[src/frt_pkg.sv]
// ----------------------------------------------------------------------------
// frt_pkg
// Shared types and constants for the fragment reassembly tracker.
// ----------------------------------------------------------------------------
`default_nettype none

package frt_pkg;

    // outcome codes
    localparam logic [2:0] OC_FILTERED = 3'd0;
    localparam logic [2:0] OC_WAITING  = 3'd1;
    localparam logic [2:0] OC_BREAK    = 3'd2;
    localparam logic [2:0] OC_STARTED  = 3'd3;
    localparam logic [2:0] OC_APPENDED = 3'd4;
    localparam logic [2:0] OC_COMPLETE = 3'd5;
    localparam logic [2:0] OC_FULL     = 3'd6;
    localparam logic [2:0] OC_TOO_LONG = 3'd7;

    // configuration register indexes
    localparam logic [1:0] CFG_TYPE_FILTER   = 2'd0;
    localparam logic [1:0] CFG_MODULE_FILTER = 2'd1;
    localparam logic [1:0] CFG_INST_FILTER   = 2'd2;

    localparam int          CFG_IDX_W  = 2;
    localparam int          FILTER_W   = 9;
    localparam logic [8:0]  FILTER_ANY = 9'h1FF;   // -1

    localparam int IN_TDATA_W  = 56;
    localparam int OUT_TDATA_W = 48;
    localparam int OUT_TUSER_W = 3;
    localparam int SLOT_W      = 4;

    typedef enum logic [1:0] {
        ST_IDLE,
        ST_MATCH,
        ST_RESOLVE,
        ST_COMMIT
    } t_state;

    // controller -> datapath
    typedef struct packed {
        logic load;      // input beat accepted
        logic match;     // register CAM hit/free vectors and filter result
        logic resolve;   // priority-encode hit/free slots
        logic commit;    // update table, load output register
    } t_cmd;

    // datapath -> controller
    typedef struct packed {
        logic out_free;  // output register can take a result this cycle
    } t_status;

endpackage

`default_nettype wire

[src/frt_ctrl.sv]
// ----------------------------------------------------------------------------
// frt_ctrl
// Sequencer: accept, CAM match, slot resolve, commit.
// ----------------------------------------------------------------------------
`default_nettype none

module frt_ctrl import frt_pkg::*; (
    input  wire logic    i_clk,
    input  wire logic    i_rst_n,
    input  wire logic    i_in_valid,
    output logic         o_in_ready,
    input  wire t_status i_status,
    output t_cmd         o_cmd
);

    t_state r_state;
    t_state n_state;

    always_ff @(posedge i_clk) begin
        if (!i_rst_n) begin
            r_state <= ST_IDLE;
        end else begin
            r_state <= n_state;
        end
    end

    always_comb begin
        n_state     = r_state;
        o_in_ready  = 1'b0;
        o_cmd       = '0;
        case (r_state)
            ST_IDLE: begin
                o_in_ready = 1'b1;
                if (i_in_valid) begin
                    o_cmd.load = 1'b1;
                    n_state    = ST_MATCH;
                end
            end
            ST_MATCH: begin
                o_cmd.match = 1'b1;
                n_state     = ST_RESOLVE;
            end
            ST_RESOLVE: begin
                o_cmd.resolve = 1'b1;
                n_state       = ST_COMMIT;
            end
            ST_COMMIT: begin
                // hold until the output register has room
                if (i_status.out_free) begin
                    o_cmd.commit = 1'b1;
                    n_state      = ST_IDLE;
                end
            end
            default: begin
                n_state = ST_IDLE;
            end
        endcase
    end

endmodule

`default_nettype wire

[src/frt_dp.sv]
// ----------------------------------------------------------------------------
// frt_dp
// Datapath: filters, logo CAM, per-slot message state, output register.
// ----------------------------------------------------------------------------
`default_nettype none

module frt_dp import frt_pkg::*; #(
    parameter int NUM_STREAMS       = 16,
    parameter int MAX_PAYLOAD_BYTES = 2047
) (
    input  wire logic                   i_clk,
    input  wire logic                   i_rst_n,
    input  wire t_cmd                   i_cmd,
    output t_status                     o_status,
    input  wire logic [IN_TDATA_W-1:0]  i_in_data,
    input  wire logic                   i_in_last,
    input  wire logic                   i_cfg_we,
    input  wire logic [CFG_IDX_W-1:0]   i_cfg_index,
    input  wire logic [FILTER_W-1:0]    i_cfg_data,
    output logic                        o_out_valid,
    input  wire logic                   i_out_ready,
    output logic [OUT_TDATA_W-1:0]      o_out_data,
    output logic [OUT_TUSER_W-1:0]      o_out_user
);

    localparam int IW = (NUM_STREAMS > 1) ? $clog2(NUM_STREAMS) : 1;

    // configuration
    logic [FILTER_W-1:0] r_type_f, r_mod_f, r_inst_f;

    always_ff @(posedge i_clk) begin
        if (!i_rst_n) begin
            r_type_f <= FILTER_ANY;
            r_mod_f  <= FILTER_ANY;
            r_inst_f <= FILTER_ANY;
        end else if (i_cfg_we) begin
            case (i_cfg_index)
                CFG_TYPE_FILTER:   r_type_f <= i_cfg_data;
                CFG_MODULE_FILTER: r_mod_f  <= i_cfg_data;
                CFG_INST_FILTER:   r_inst_f <= i_cfg_data;
                default: ;
            endcase
        end
    end

    function automatic logic f_pass(input logic [FILTER_W-1:0] f, input logic [7:0] v);
        f_pass = (f == FILTER_ANY) || (f == {1'b0, v});
    endfunction

    // captured header
    logic [7:0]  r_inst, r_type, r_mod, r_frag, r_seq;
    logic        r_last;
    logic [10:0] r_plen;

    always_ff @(posedge i_clk) begin
        if (i_cmd.load) begin
            r_inst <= i_in_data[7:0];
            r_type <= i_in_data[15:8];
            r_mod  <= i_in_data[23:16];
            r_frag <= i_in_data[31:24];
            r_seq  <= i_in_data[39:32];
            r_plen <= i_in_data[50:40];
            r_last <= i_in_last;
        end
    end

    logic [23:0] w_logo;
    assign w_logo = {r_inst, r_type, r_mod};

    // table
    logic [NUM_STREAMS-1:0] r_used, r_active, r_track;
    logic [23:0] r_logo    [NUM_STREAMS];
    logic [7:0]  r_cur_seq [NUM_STREAMS];
    logic [7:0]  r_exp_frag[NUM_STREAMS];
    logic [15:0] r_bytes   [NUM_STREAMS];
    logic [7:0]  r_exp_seq [NUM_STREAMS];

    // match stage
    logic [NUM_STREAMS-1:0] w_hit;
    logic [NUM_STREAMS-1:0] r_hit, r_free;
    logic                   r_pass;

    always_comb begin
        for (int i = 0; i < NUM_STREAMS; i++) begin
            w_hit[i] = r_used[i] && (r_logo[i] == w_logo);
        end
    end

    always_ff @(posedge i_clk) begin
        if (i_cmd.match) begin
            r_hit  <= w_hit;
            r_free <= ~r_used;
            r_pass <= f_pass(r_type_f, r_type) && f_pass(r_mod_f, r_mod) &&
                      f_pass(r_inst_f, r_inst);
        end
    end

    // resolve stage: lowest hit, lowest free
    logic [IW-1:0] w_hit_idx, w_free_idx;
    logic          w_found, w_has_free;
    logic [IW-1:0] r_slot, r_free_slot;
    logic          r_found, r_has_free;

    always_comb begin
        w_hit_idx  = '0;
        w_free_idx = '0;
        w_found    = 1'b0;
        w_has_free = 1'b0;
        for (int i = NUM_STREAMS - 1; i >= 0; i--) begin
            if (r_hit[i]) begin
                w_hit_idx = IW'(i);
                w_found   = 1'b1;
            end
            if (r_free[i]) begin
                w_free_idx = IW'(i);
                w_has_free = 1'b1;
            end
        end
    end

    always_ff @(posedge i_clk) begin
        if (i_cmd.resolve) begin
            r_slot      <= w_hit_idx;
            r_found     <= w_found;
            r_free_slot <= w_free_idx;
            r_has_free  <= w_has_free;
        end
    end

    // commit stage
    logic [IW-1:0] w_idx;
    logic          w_act, w_new, w_break, w_ok, w_plen_big;
    logic [16:0]   w_sum;
    logic [15:0]   w_off, w_nbytes;
    logic [7:0]    w_nexp, w_lost;
    logic [2:0]    w_oc;
    logic [IW-1:0] w_oslot;
    logic [15:0]   w_len;
    logic          w_fire;

    assign w_idx      = r_found ? r_slot : r_free_slot;
    assign w_act      = r_found && r_active[r_slot];
    assign w_sum      = {1'b0, r_bytes[r_slot]} + {6'd0, r_plen};
    assign w_plen_big = {6'd0, r_plen} > 17'(MAX_PAYLOAD_BYTES);
    assign w_fire     = i_cmd.commit;

    always_comb begin
        w_new    = 1'b0;
        w_break  = 1'b0;
        w_ok     = 1'b0;
        w_off    = '0;
        w_nbytes = '0;
        w_nexp   = 8'd1;
        w_lost   = '0;
        w_len    = '0;
        w_oc     = OC_FILTERED;
        w_oslot  = '0;
        if (!r_pass) begin
            w_oc = OC_FILTERED;
        end else if (w_act) begin
            w_oslot = r_slot;
            if (r_seq != r_cur_seq[r_slot] || r_frag != r_exp_frag[r_slot]) begin
                w_break = 1'b1;
                w_oc    = OC_BREAK;
            end else if (w_plen_big || w_sum[16]) begin
                w_oc = OC_TOO_LONG;
            end else begin
                w_ok     = 1'b1;
                w_off    = r_bytes[r_slot];
                w_nbytes = w_sum[15:0];
                w_nexp   = r_exp_frag[r_slot] + 8'd1;
            end
        end else begin
            w_oslot = r_found ? r_slot : '0;
            if (r_frag != 8'd0) begin
                w_oc = OC_WAITING;
            end else if (w_plen_big) begin
                w_oc = OC_TOO_LONG;
            end else if (!r_found && !r_has_free) begin
                w_oc    = OC_FULL;
                w_oslot = '0;
            end else begin
                w_ok     = 1'b1;
                w_new    = !r_found;
                w_oslot  = w_idx;
                w_nbytes = {5'd0, r_plen};
                w_nexp   = 8'd1;
            end
        end
        if (w_ok) begin
            if (r_last) begin
                // new entries start untracked
                if (r_found && r_track[r_slot]) begin
                    w_lost = r_seq - r_exp_seq[r_slot];
                end
                w_len = w_nbytes;
                w_oc  = OC_COMPLETE;
            end else if (w_off == 16'd0 && r_frag == 8'd0 && w_nexp == 8'd1) begin
                w_oc = OC_STARTED;
            end else begin
                w_oc = OC_APPENDED;
            end
        end
    end

    // control bits of the table
    always_ff @(posedge i_clk) begin
        if (!i_rst_n) begin
            r_used   <= '0;
            r_active <= '0;
            r_track  <= '0;
        end else if (w_fire) begin
            if (w_new) begin
                r_used[w_idx] <= 1'b1;
            end
            if (w_break) begin
                r_active[w_idx] <= 1'b0;
            end
            if (w_ok) begin
                r_active[w_idx] <= !r_last;
                if (r_last) begin
                    r_track[w_idx] <= 1'b1;
                end
            end
        end
    end

    // payload of the table
    always_ff @(posedge i_clk) begin
        if (w_fire) begin
            if (w_new) begin
                r_logo[w_idx] <= w_logo;
            end
            if (w_ok) begin
                r_cur_seq[w_idx]  <= r_seq;
                r_exp_frag[w_idx] <= w_nexp;
                r_bytes[w_idx]    <= w_nbytes;
                if (r_last) begin
                    r_exp_seq[w_idx] <= r_seq + 8'd1;
                end
            end
        end
    end

    // output register
    logic                   r_out_valid;
    logic [OUT_TDATA_W-1:0] r_out_data;
    logic [OUT_TUSER_W-1:0] r_out_user;
    logic [SLOT_W-1:0]      w_slot4;

    assign w_slot4           = SLOT_W'(w_oslot);
    assign o_status.out_free = !r_out_valid || i_out_ready;

    always_ff @(posedge i_clk) begin
        if (!i_rst_n) begin
            r_out_valid <= 1'b0;
        end else if (w_fire) begin
            r_out_valid <= 1'b1;
        end else if (i_out_ready) begin
            r_out_valid <= 1'b0;
        end
    end

    always_ff @(posedge i_clk) begin
        if (w_fire) begin
            r_out_user <= w_oc;
            r_out_data <= {3'd0, (w_lost != 8'd0), w_lost, w_len, w_off, w_slot4};
        end
    end

    assign o_out_valid = r_out_valid;
    assign o_out_data  = r_out_data;
    assign o_out_user  = r_out_user;

endmodule

`default_nettype wire

[src/fragment_reassembly_tracker.sv]
// Path: the header of an accepted input beat is registered, the match and resolve steps register
// their results, and commit loads the result beat. A new fragment header is accepted only once the
//   four-step sequencer (accept, CAM compare over all entries, lowest-slot encode, table commit) is done;
//   a result beat held by the receiver keeps the sequencer in commit.
// Reset: synchronous, active low; clears the table, filters go to accept-any (-1).
// No clearing pass: the stream table is ready the cycle after reset is released.
// ----------------------------------------------------------------------------
// fragment_reassembly_tracker
// Tracks fragment headers per source logo, reports offsets, completion and
// message loss counts.
// ----------------------------------------------------------------------------
`default_nettype none

module fragment_reassembly_tracker import frt_pkg::*; #(
    parameter int NUM_STREAMS       = 16,
    parameter int MAX_PAYLOAD_BYTES = 2047
) (
    input  wire logic                   i_clk,
    input  wire logic                   i_rst_n,

    // header input stream
    input  wire logic                   s_axis_tvalid,
    output logic                        s_axis_tready,
    // tdata, from bit 0: installation_id[7:0], message_type[15:8], module_id[23:16],
    //   fragment_number[31:24], sequence_number[39:32], payload_length[50:40], zeros
    input  wire logic [IN_TDATA_W-1:0]  s_axis_tdata,
    input  wire logic                   s_axis_tlast,   // last_fragment

    // result stream
    output logic                        m_axis_tvalid,
    input  wire logic                   m_axis_tready,
    // tdata, from bit 0: slot[3:0], write_offset[19:4], message_length[35:20],
    //   lost_messages[43:36], loss_seen[44], zeros
    output logic [OUT_TDATA_W-1:0]      m_axis_tdata,
    // tuser: outcome[2:0]
    output logic [OUT_TUSER_W-1:0]      m_axis_tuser,

    // configuration writes: 0 type filter, 1 module filter, 2 installation filter
    input  wire logic                   i_cfg_valid,
    output logic                        o_cfg_ready,
    input  wire logic [CFG_IDX_W-1:0]   i_cfg_index,
    input  wire logic [FILTER_W-1:0]    i_cfg_data
);

    t_cmd    w_cmd;
    t_status w_status;

    // filters are plain registers, a write always completes
    assign o_cfg_ready = 1'b1;

    frt_ctrl u_ctrl (
        .i_clk      (i_clk),
        .i_rst_n    (i_rst_n),
        .i_in_valid (s_axis_tvalid),
        .o_in_ready (s_axis_tready),
        .i_status   (w_status),
        .o_cmd      (w_cmd)
    );

    frt_dp #(
        .NUM_STREAMS       (NUM_STREAMS),
        .MAX_PAYLOAD_BYTES (MAX_PAYLOAD_BYTES)
    ) u_dp (
        .i_clk       (i_clk),
        .i_rst_n     (i_rst_n),
        .i_cmd       (w_cmd),
        .o_status    (w_status),
        .i_in_data   (s_axis_tdata),
        .i_in_last   (s_axis_tlast),
        .i_cfg_we    (i_cfg_valid),
        .i_cfg_index (i_cfg_index),
        .i_cfg_data  (i_cfg_data),
        .o_out_valid (m_axis_tvalid),
        .i_out_ready (m_axis_tready),
        .o_out_data  (m_axis_tdata),
        .o_out_user  (m_axis_tuser)
    );

endmodule

`default_nettype wire
[config.mk]
export PLATFORM = sky130hd
export DESIGN_NAME = fragment_reassembly_tracker
export DESIGN_NICKNAME = d
export VERILOG_FILES = /design/src/frt_pkg.sv /design/src/frt_ctrl.sv /design/src/frt_dp.sv /design/src/fragment_reassembly_tracker.sv
export SDC_FILE = /design/constraint.sdc
export NUM_CORES = 1
export LEC_CHECK = 0
export ABC_AREA = 1
export BUFFER_PORTS_ARGS = -buffer_cell sky130_fd_sc_hd__buf_2
export CELL_PAD_IN_SITES_DETAIL_PLACEMENT = 0
export CELL_PAD_IN_SITES_GLOBAL_PLACEMENT = 1
export CORE_ASPECT_RATIO = 0.75
export CORE_MARGIN = 4
export CORE_UTILIZATION = 53
export CTS_BUF_LIST = sky130_fd_sc_hd__clkbuf_4
export CTS_CLUSTER_SIZE = 25
export DETAILED_ROUTE_END_ITERATION = 7
export PLACE_DENSITY_LB_ADDON = 0.1
export SYNTH_ARGS = -nofsm -noshare
export SYNTH_HDL_FRONTEND = slang
export SYNTH_SLANG_ARGS = --single-unit
[constraint.sdc]
create_clock -name i_clk -period 6.1 [get_ports i_clk]
set_input_delay 0.305 -clock i_clk [delete_from_list [all_inputs] [get_ports i_clk]]
set_output_delay 0.305 -clock i_clk [all_outputs]
set_load 0.02 [all_outputs]
==> metrics.log <==
[metrics] result of the run: finished clean
[metrics] Core Rows: 99
[metrics] max-cap violation count: 0
[metrics] Overflow after GRT: 0
[metrics] vias per cell: 5.77
[metrics] post-route DRC violation count: 0
[metrics] final critical-path share of the clock period: 92.0%
[metrics] net count reported at finish: 5097
[metrics] area overhead of the layout relative to synthesis: 14.5%
[metrics] number of enable flip-flop cells after synthesis: 1167
[metrics] path category of the worst min-delay check: input port to flip-flop
[metrics] share of the yosys chip area belonging to registers: 69.5%
[metrics] root buf cell: sky130_fd_sc_hd__clkbuf_4
[metrics] netlist area before placement: 0.0527 mm²
[metrics] average cell area after synthesis: 11.7 µm²
[metrics] Top-Level Pins: 127
[metrics] final number of max-transition violations: 0
[metrics] final core occ: 61.6%
[metrics] final total power: 0.0216 W
[metrics] Sink Count: 1245
[metrics] Initial Utilization: 53.8%
[metrics] Leakage: 22.7 nW
[metrics] cell area power density: 358 mW/mm²
[metrics] overall die height: 281 µm
[metrics] share of final-layout standard cells stronger than drive strength 1: 16.3%
[metrics] clock latency at the later pin of the worst-skew pair: 1160 ps
[metrics] final-report setup violation count: 0
[metrics] via count of the first global-routing pass: 35500
[metrics] number of synthesized register bits: 1245
[metrics] TNS Setup: 0 ps
[metrics] main area contributors after synthesis: sky130_fd_sc_hd__edfxtp_1 67%, sky130_fd_sc_hd__nand2_1 5.5%, sky130_fd_sc_hd__nor2_1 3.6%
[metrics] post-synthesis cell count: 4517
[metrics] source of the critical timing path: u_dp.r_slot[0]
[metrics] async set-or-reset flop fraction in the synthesized netlist: 0%
[metrics] Vias: 37600
[metrics] relative max-transition margin: 18.1%
[metrics] cell accounting for the most synthesized area: sky130_fd_sc_hd__edfxtp_1
[metrics] Die Footprint: 0.105 mm²
[metrics] wire length per cell: 23.9 µm
[metrics] Core ar.: 0.0980 mm²
[metrics] maximum fanout count along the critical path: 70
[metrics] transition time at the pin with the least slew margin: 1230 ps
[metrics] CTS tree: built
[metrics] path depth of the worst reg2reg path: 23
[metrics] overall routing resource usage: 29.7%
[metrics] count of port buffers added during placement: 117
[metrics] post-CTS clock slew at the launch and capture registers of the worst setup and hold paths: 70 ps
[metrics] pin count of the biggest net entering global routing: 157
[metrics] number of antenna violations at the first check in global routing: 13
[metrics] leading post-synthesis cells by instance count: 1167 x sky130_fd_sc_hd__edfxtp_1, 774 x sky130_fd_sc_hd__nand2_1, 511 x sky130_fd_sc_hd__nor2_1
[metrics] area of all sequential standard cells: 0.0366 mm²
[metrics] area used by multi-input combinational logic: 0.0139 mm²
[metrics] worst setup margin: 486 ps
[metrics] number of distinct library cells after synthesis: 58
[metrics] IR drop worst, VDD: 0.000273 V
[metrics] final worst path period need: 5610 ps
[metrics] horizontal extent of the die: 372 µm
[metrics] crit path launch type: flip-flop
[metrics] placement-stage worst setup slack: 618 ps
[metrics] Layout Skew: 86.2 ps
[metrics] DPL Wire Length: 90400 µm
[metrics] total detailed-routing wirelength: 156000 µm
[metrics] Arr. time, crit path: 6550 ps
[metrics] number of buffers between clock root and the deepest sink: 4
[metrics] most used standard cell by instance count after synthesis: sky130_fd_sc_hd__edfxtp_1
[metrics] endpoint of the worst-slack reg-to-reg timing path: u_dp.r_bytes[1][15]
[metrics] TritonCTS Buffers: 316
[metrics] count of filler cells inserted in the layout: 7979
[metrics] setup repair after global routing missed its margin: false
[metrics] CTS H-tree depth: 5
[metrics] number of warnings printed during yosys synthesis: 0
[metrics] critical path capture point: u_dp.r_bytes[1][15]
[metrics] Fmax achieved: 178 MHz
[metrics] reg-to-reg startpoint: u_dp.r_slot[0]
[metrics] length of the first detailed-routing pass in iterations: 6
[metrics] fraction of post-synthesis cell area in the top cell type by area: 66.5%
[metrics] number of nets still failing antenna checks after routing: 0
[metrics] CP Class: flip-flop to flip-flop
[metrics] placer congestion estimate: 0.873
[metrics] Final Hold Vio Count: 0
[metrics] Critical Path End Type: flip-flop
[metrics] First DRT Iteration DRCs: 4806
[metrics] slack of the worst reg-to-reg path: 490 ps
[metrics] required time of the worst setup path: 7030 ps
[metrics] wire length of the first global-routing pass: 227000 µm
[metrics] dominant synthesized flop cell: sky130_fd_sc_hd__edfxtp_1
worst max-delay path, stage by stage, from the launching register on:
cell                       delay, ps
sky130_fd_sc_hd__edfxtp_1        500
sky130_fd_sc_hd__buf_12          360
sky130_fd_sc_hd__buf_4           320
sky130_fd_sc_hd__nor2_1           80
sky130_fd_sc_hd__nor2_1           90
sky130_fd_sc_hd__o21ai_0         100
sky130_fd_sc_hd__o211ai_1        120
sky130_fd_sc_hd__nand3_1         240
sky130_fd_sc_hd__nand2_1         210
sky130_fd_sc_hd__ha_1            300
sky130_fd_sc_hd__nand2_1         100
sky130_fd_sc_hd__nor2_1           50
sky130_fd_sc_hd__nand3_1          70
sky130_fd_sc_hd__nand4_1         200
sky130_fd_sc_hd__nand3_1         240
sky130_fd_sc_hd__nand2_1          80
sky130_fd_sc_hd__a21oi_1         200
sky130_fd_sc_hd__nand3_2         230
sky130_fd_sc_hd__buf_4           320
sky130_fd_sc_hd__nor2_2          670
sky130_fd_sc_hd__o21ai_0         320
sky130_fd_sc_hd__o21a_1          200
sky130_fd_sc_hd__nor2_1          140
sky130_fd_sc_hd__buf_4           230
where the power goes:
part	switching (W)	leakage, nW	total (W)	internal, W
registers	0.000185	12.0	0.00995	0.00976
logic	0.00350	8.44	0.00485	0.00135
clock network	0.00326	2.26	0.00677	0.00351
repair_timing:
| item | in CTS | in global routing |
|---|---|---|
| hold endpoints to repair | 122 | 0 |
| hold buffers | 143 | 0 |
| gates resized for setup | 0 | 0 |
| setup buffers | 0 | 0 |
state kept, by name, indices dropped and copies added, names as in the netlist, 11 cells and up, named ones only:
name and count:
u_dp.r_logo 384, u_dp.r_hit 16, u_dp.r_exp_seq 128, u_dp.r_free 16, u_dp.r_track 16, u_dp.r_used 16, u_dp.r_exp_frag 128, u_dp.r_cur_seq 128
u_dp.o_out_data 45, u_dp.r_bytes 256, u_dp.r_plen 11
stage by stage:
| step | instance area [µm²] | std cells | hold WS (ps) |
|---|---|---|---|
| floorplan | 52700 | 4519 | 404 |
| global placement | 55100 | 5850 | 444 |
| detailed placement | 55100 | 5850 | 448 |
| CTS | 60300 | 6513 | 24.6 |
| global route | 60300 | 6516 | 196 |
| finish | 60300 | 6520 | 234 |
layout make-up:
class / instances / area share, %
sequential: 1245 / 60.7
multi-input combinational: 2694 / 23.0
timing repair buffer: 395 / 5.19
clock inverter: 53 / 0.388
antenna: 7 / 0.0290
clock buffer: 467 / 5.81
inverter: 346 / 2.18
tap: 1313 / 2.72
cell families after synthesis:
kind of cell,Yosys count,share of synthesized area (%)
and+or+nand+nor,1765,14.2
DFF,1245,69.5
AOI/OAI and AO/OA,783,9.27
buffers and inverters,580,4.46
xor gates and xnor gates,116,1.93
adders and majority gates,26,0.646
other,2,0.0143
metal layers:
metal / vias to the layer above / part of all wire [%] / global-route usage (%)
li1: 17200 / - / -
met1: 18100 / 45 / 45.8
met2: 2003 / 41 / 40.6
met3: 243 / 12 / 8.45
met4: 2 / 1.9 / 9.55
met5: - / 0.0045 / 0
layout by cell type (no fill, tap or decap), drive strengths merged, types with 3 or more instances in the layout:
| master | count |
|---|---|
| o21ai | 332 |
| a21oi | 102 |
| a221oi | 51 |
| o211ai | 72 |
| o21bai | 3 |
| or4 | 5 |
| a211oi | 12 |
| o22ai | 79 |
| buf | 252 |
| o2111ai | 4 |
| inv | 339 |
| o41ai | 4 |
| edfxtp | 1167 |
| a22oi | 4 |
| nor2 | 525 |
| o31ai | 18 |
| nand3 | 293 |
| clkinv | 59 |
| xnor2 | 38 |
| nor3 | 22 |
| a2111oi | 10 |
| ha | 24 |
| or2 | 66 |
| clkbuf | 467 |
| nor4 | 52 |
| a22o | 34 |
| diode | 7 |
| nand2 | 779 |
| o221ai | 41 |
| conb | 4 |
| xor2 | 78 |
| dlygate4sd3 | 143 |
| a31oi | 3 |
| o21a | 3 |
| dfxtp | 78 |
| nand4 | 22 |
worst min path at each step:
stage	from	to	slack, ps	depth (start not counted)
final	s_axis_tvalid	u_ctrl.r_state[1]	230	4
after global routing	s_axis_tvalid	u_ctrl.r_state[1]	200	4
after CTS	s_axis_tvalid	u_ctrl.r_state[1]	20	4
after detailed placement	u_dp.r_track[9]	u_dp.r_track[9]	450	2
after global placement	u_dp.r_track[14]	u_dp.r_track[14]	440	2
after floorplan	s_axis_tdata[24]	u_dp.r_frag[0]	400	0
(Power assumes the default switching activity.)
